## src/sv/salc_pkg.sv

```systemverilog
// Shared constants and types for the set-associative LRU cache tag store.
package salc_pkg;

  localparam int SETS  = 256;
  localparam int WAYS  = 4;

  localparam int ADDR_W     = 32;
  localparam int CNT_W      = 32;
  localparam int SET_W      = (SETS > 1) ? $clog2(SETS) : 1;
  localparam int WAY_W      = (WAYS > 1) ? $clog2(WAYS) : 1;
  localparam int RANK_W     = WAY_W;
  localparam int WAY_OUT_W  = 2;
  localparam int OFF_W      = 4;
  localparam int IDX_W      = 4;
  localparam int NWAY_W     = 3;
  localparam int CFG_IDX_W  = 2;
  localparam int CFG_DATA_W = 4;

  localparam logic [OFF_W-1:0]  OFF_RESET  = 4'd5;
  localparam logic [IDX_W-1:0]  IDX_RESET  = 4'd6;
  localparam logic [NWAY_W-1:0] NWAY_RESET = 3'd4;

  typedef enum logic [CFG_IDX_W-1:0] {
    CFG_OFFSET_BITS = 2'd0,
    CFG_INDEX_BITS  = 2'd1,
    CFG_WAYS        = 2'd2
  } cfg_reg_t;

  // One memory row holds every way of a set.
  typedef struct packed {
    logic [WAYS-1:0][ADDR_W-1:0] tag;
    logic [WAYS-1:0]             valid;
    logic [WAYS-1:0]             dirty;
    logic [WAYS-1:0][RANK_W-1:0] rank;
  } set_row_t;

  localparam int ROW_W = $bits(set_row_t);

  typedef struct packed {
    logic             hit;
    logic [WAY_W-1:0] way;
    logic             dirty_ev;
  } lookup_res_t;

endpackage

```

## src/sv/salc_way_update.sv

```systemverilog
// Tag compare, victim choice and row update (recency ranks, dirty, fill).
module salc_way_update (
  input  salc_pkg::set_row_t          row,
  input  logic [salc_pkg::ADDR_W-1:0] tag,
  input  logic                        store_op,
  input  logic [salc_pkg::NWAY_W-1:0] ways_cfg,
  output salc_pkg::lookup_res_t       res,
  output salc_pkg::set_row_t          row_nxt
);
  import salc_pkg::*;

  localparam int WC_W = 5;
  localparam logic [WC_W-1:0] WAYS_L = WC_W'(WAYS);

  logic [WC_W-1:0]   ways_eff;
  logic [WAYS-1:0]   in_use;
  logic [WAYS-1:0]   match;
  logic [WAYS-1:0]   free;
  logic [WAY_W-1:0]  hit_way;
  logic [WAY_W-1:0]  free_way;
  logic [WAY_W-1:0]  lru_way;
  logic [WAY_W-1:0]  victim;
  logic [RANK_W-1:0] old_rank;
  logic              hit;
  logic              any_free;

  always_comb begin
    ways_eff = WC_W'(ways_cfg);
    if (ways_eff == '0) begin
      ways_eff = WC_W'(1);
    end else if (ways_eff > WAYS_L) begin
      ways_eff = WAYS_L;
    end
    for (int w = 0; w < WAYS; w++) begin
      in_use[w] = WC_W'(w) < ways_eff;
      match[w]  = in_use[w] && row.valid[w] && (row.tag[w] == tag);
      free[w]   = in_use[w] && !row.valid[w];
    end
    hit      = |match;
    any_free = |free;
    // lowest way wins
    hit_way  = '0;
    free_way = '0;
    for (int w = WAYS - 1; w >= 0; w--) begin
      if (match[w]) hit_way = WAY_W'(w);
      if (free[w])  free_way = WAY_W'(w);
    end
    lru_way = '0;
    for (int w = 1; w < WAYS; w++) begin
      if (in_use[w] && (row.rank[w] < row.rank[lru_way])) lru_way = WAY_W'(w);
    end
    if (hit) begin
      victim = hit_way;
    end else if (any_free) begin
      victim = free_way;
    end else begin
      victim = lru_way;
    end

    res.hit      = hit;
    res.way      = victim;
    res.dirty_ev = !hit && !any_free && row.dirty[lru_way];

    row_nxt  = row;
    old_rank = row.rank[victim];
    for (int w = 0; w < WAYS; w++) begin
      if ((WAY_W'(w) != victim) && (row.rank[w] > old_rank)) begin
        row_nxt.rank[w] = row.rank[w] - RANK_W'(1);
      end
    end
    row_nxt.rank[victim] = RANK_W'(WAYS - 1);
    if (hit) begin
      row_nxt.dirty[victim] = row.dirty[victim] | store_op;
    end else begin
      row_nxt.tag[victim]   = tag;
      row_nxt.valid[victim] = 1'b1;
      row_nxt.dirty[victim] = store_op;
    end
  end

endmodule

```

## config.mk

```make
export PLATFORM = sky130hd
export DESIGN_NAME = salc_way_update
export DESIGN_NICKNAME = d
export VERILOG_FILES = /design/src/sv/salc_pkg.sv /design/src/sv/salc_way_update.sv
export SDC_FILE = /design/constraint.sdc
export NUM_CORES = 1
export LEC_CHECK = 0
export BUFFER_PORTS_ARGS = -buffer_cell sky130_fd_sc_hd__buf_4
export CORE_AREA = 5 5 123 125
export DETAILED_ROUTE_END_ITERATION = 10
export DIE_AREA = 0 0 128 130
export PLACE_DENSITY = 0.7
export SYNTH_ARGS = -nofsm -noshare
export SYNTH_HDL_FRONTEND = slang
export SYNTH_SLANG_ARGS = --single-unit
```

## constraint.sdc

```tcl
create_clock -name vclk -period 8.5
set_input_delay 0.85 -clock vclk [all_inputs]
set_output_delay 0.85 -clock vclk [all_outputs]
set_load 0.05 [all_outputs]
```

==> results.md <==
- The largest net degree at the start of global routing is 34.
- The number of global-route vias before repair is 5578.
- The minimum clock period is 7450 ps.
- The portion of synthesized area spent on multiplexers is between 30% and 40%.
- The number of rows created at floorplan is between 40 and 50.
- The number of post-CTS setup repair buffers is 0.
- In this run, post-CTS repair resized a total of 0 instances.
- After detailed routing, the number of vias per cell comes to around 5.4.
- The starting utilization of the core area is 32.7%.
- During synthesis, Yosys emitted a total of 0 warnings.
- The slowest stage of the critical path is the o311ai_1 cell.
- Setup repair after global routing left no endpoint under its margin.
- Sorting the synthesized cells by area gives the leading types as xor2_1 (20%), mux2_2 (18%), mux2_1 (15%).
- The type of the worst min-delay path is in2out.
- The total power of the final layout is 771 µW.
- In the final layout, flip-flops and latches occupy 0 µm².
- The number of nets handed over by synthesis was 742.
- Setup total negative slack on the finished layout was measured at 0 ps.
- The layout has ~1400 filler cells.
- After the flow finishes, the layout carries non-filler instances totaling between 1000 and 1500.
- The overall die height is 130 µm.
- The static leakage is 3.07 nW.
- The net count of the finished layout is 1027.
- The average detailed-routed wire length per instance is 24.1 µm.
- The footprint of the multi-input gates is slightly above 4000 µm².
- The number of hold violations in the final report came to 0.
- The vias after detailed routing is roughly 5500.
- Data on the critical path is required at its endpoint by 7650 ps.
- The highest attainable clock frequency is 0.134 GHz.
- The post-synthesis simple-gate area fraction is 23.1%.
- The total standard cell area after synthesis is 4510 µm².
- The number of antenna-violating nets in the routed design is 0.
- Counting distinct cell types in the post-synthesis netlist gives 52.
- The flow ran to the end, and the final reports show no timing, DRC or antenna violations.
- The first-pass GRT wire length is between 30 and 40 mm.
- The first-pass iteration count of the detailed router is 4.
- The estimated wirelength of the detail-placed design is 20.8 mm.
- The design has 0 sequential cells.
- The count of buffers added on input and output ports is 328.
- The number of hold-repair buffers added at the cts stage is 0.
- The final worst-path cycle share is 87.6%.
- For this block, the routed nets add up to between 20 and 25 mm of wire.
- The total area inside the core boundary comes to around 14000 µm².
- The number of setup violations in the final report is 0.
- The synthesized netlist devotes ~6.1% of its cell area to compound gates.
- The most frequently used cell type in the post-synthesis netlist is xor2_1.
- The area growth from synthesis to layout is 53.4%.
- The most common cell type on the critical path is a21oi_1.
- The worst setup path is captured at an output port.
- On the worst path, the slowest cell contributes a delay of 480 ps.
- In this run the worst path has a maximum fanout of 11.
- The global-route usage over all layers is 27.2%.
- STA classifies the critical path startpoint as an input port.
- The number of antenna cells inserted is 0.
- The remaining routing DRC violations is 0.
- The combinational family with the most area after synthesis is multiplexers.
- After technology mapping, the gate count stands at roughly 560.
- Summing the areas of all fa, ha and maj instances in the mapped netlist gives 1.94% of the synthesized area.
- Summed over all instances, the cell type with the most area after synthesis is xor2_1.
- During I/O placement, the number of pins put on the boundary was 328.
- The total overflow reported by the global router is 0.
- The worst-case vdd ir drop is 82.9 µV.
- Along the worst hold path, the cell count comes to 3.
- The horizontal extent of the die is 128 µm.
- The critical path data arrival time is 6600 ps.
- The violation count after the first detailed-routing iteration is roughly 290.
- The fraction of layout instances using a drive strength above 1 is a little over 50%.
- The initial antenna violation count came to 0.
- The commonest cells after synthesis are xor2_1 (103), mux2_2 (74), mux2_1 (59).
- The average instance in the mapped netlist occupies 8.13 µm².
- The total of max-cap violations is 0.
- Measured against its own limit, the worst slew margin works out to a little under 60%.
- The die covers about 17000 µm².
- The synthesized netlist devotes 25.0% of its cell area to XOR and XNOR gates.
- In this run the power density over the cells is 112 nW/µm².
- After layout, the clock buffer instance count stands at 0.
- Routability-driven placement finished with a final weighted congestion of a little under 1.
- The area share of the largest cell type after synthesis is around a fifth.
- The classification of the worst setup path is in2out.
- Including well taps, the total number of placed cells is 1018.
- The final count of pins violating max slew came to 0.
- For this run, the register share of the synthesized area comes to 0%.
- The actual slew at the worst max-slew pin is 618 ps.
==> cells by family (layout without fill, tap and decap cells) <==
kind of cell    Yosys count  count (layout)
simple gates            179             179
mux                     142             142
xor+xnor                129             129
buf+inv                  60             343
compound gates           38              38
fa+ha+maj                 7               7
==> cell type report <==
| cell class | instances | area share (%) |
|---|---|---|
| inverters | 10 | 0.651 |
| well taps | 180 | 3.26 |
| repair buffers | 333 | 36.1 |
| multi-input cells | 495 | 60.0 |
==> routing by layer <==
| metal | share of wire, % | wire, µm | track usage (%) | up-vias |
|---|---|---|---|---|
| li1 | - | - | - | 2606 |
| met1 | 39 | 9660 | 33.8 | 2599 |
| met2 | 48 | 11800 | 47.3 | 297 |
| met3 | 8.2 | 2020 | 4.87 | 39 |
| met4 | 4.1 | 1020 | 9.36 | 0 |
| met5 | 0 | 0 | 0 | - |
==> cells in the final DEF, fill, tap and decap left out, types with 8 or more instances in the layout <==
master,instances
nand2_1,24
xnor2_1,26
nor3_1,11
nor2_1,26
nand4_1,17
mux2_1,59
nor4_1,45
or4_1,8
xor2_1,103
a21oi_1,11
nand3_1,10
buf_4,333
inv_1,8
mux2_2,74
==> stage by stage <==
| stage | hold WS, ps | area, µm² | worst slack, ps | utilization (%) |
|---|---|---|---|---|
| 2_1_floorplan | 1950 | 4510 | 1640 | - |
| 5_1_grt | 2100 | 6920 | 611 | 50.2 |
| 4_1_cts | 2080 | 6920 | 1080 | 50.2 |
| 3_3_place_gp | 2080 | 6920 | 1260 | 50.2 |
| 6_report | 2080 | 6920 | 1050 | 50.2 |
| 3_5_place_dp | 2080 | 6920 | 1120 | 50.2 |
==> where the power goes <==
group          leakage (nW)  switching [mW]  internal (mW)
logic                  3.07           0.499          0.272
clock network             0               0              0
registers                 0               0              0
==> worst paths after layout <==
kind	startpoint	endpoint	slack, ps
hold / removal	row[15]	row_nxt[15]	2080
setup / recovery	row[1]	row_nxt[4]	1050
==> critical path: cells and delay by family <==
kind / cells / cell delay [ps]
multiplexers: 2 / 500
AND/OR/NAND/NOR: 5 / 1030
adder cells (fa/ha/maj): 4 / 1190
buffers and inverters: 4 / 420
AO/OA/AOI/OAI: 10 / 2600
Note: power is estimated with default switching activity, not from simulation.
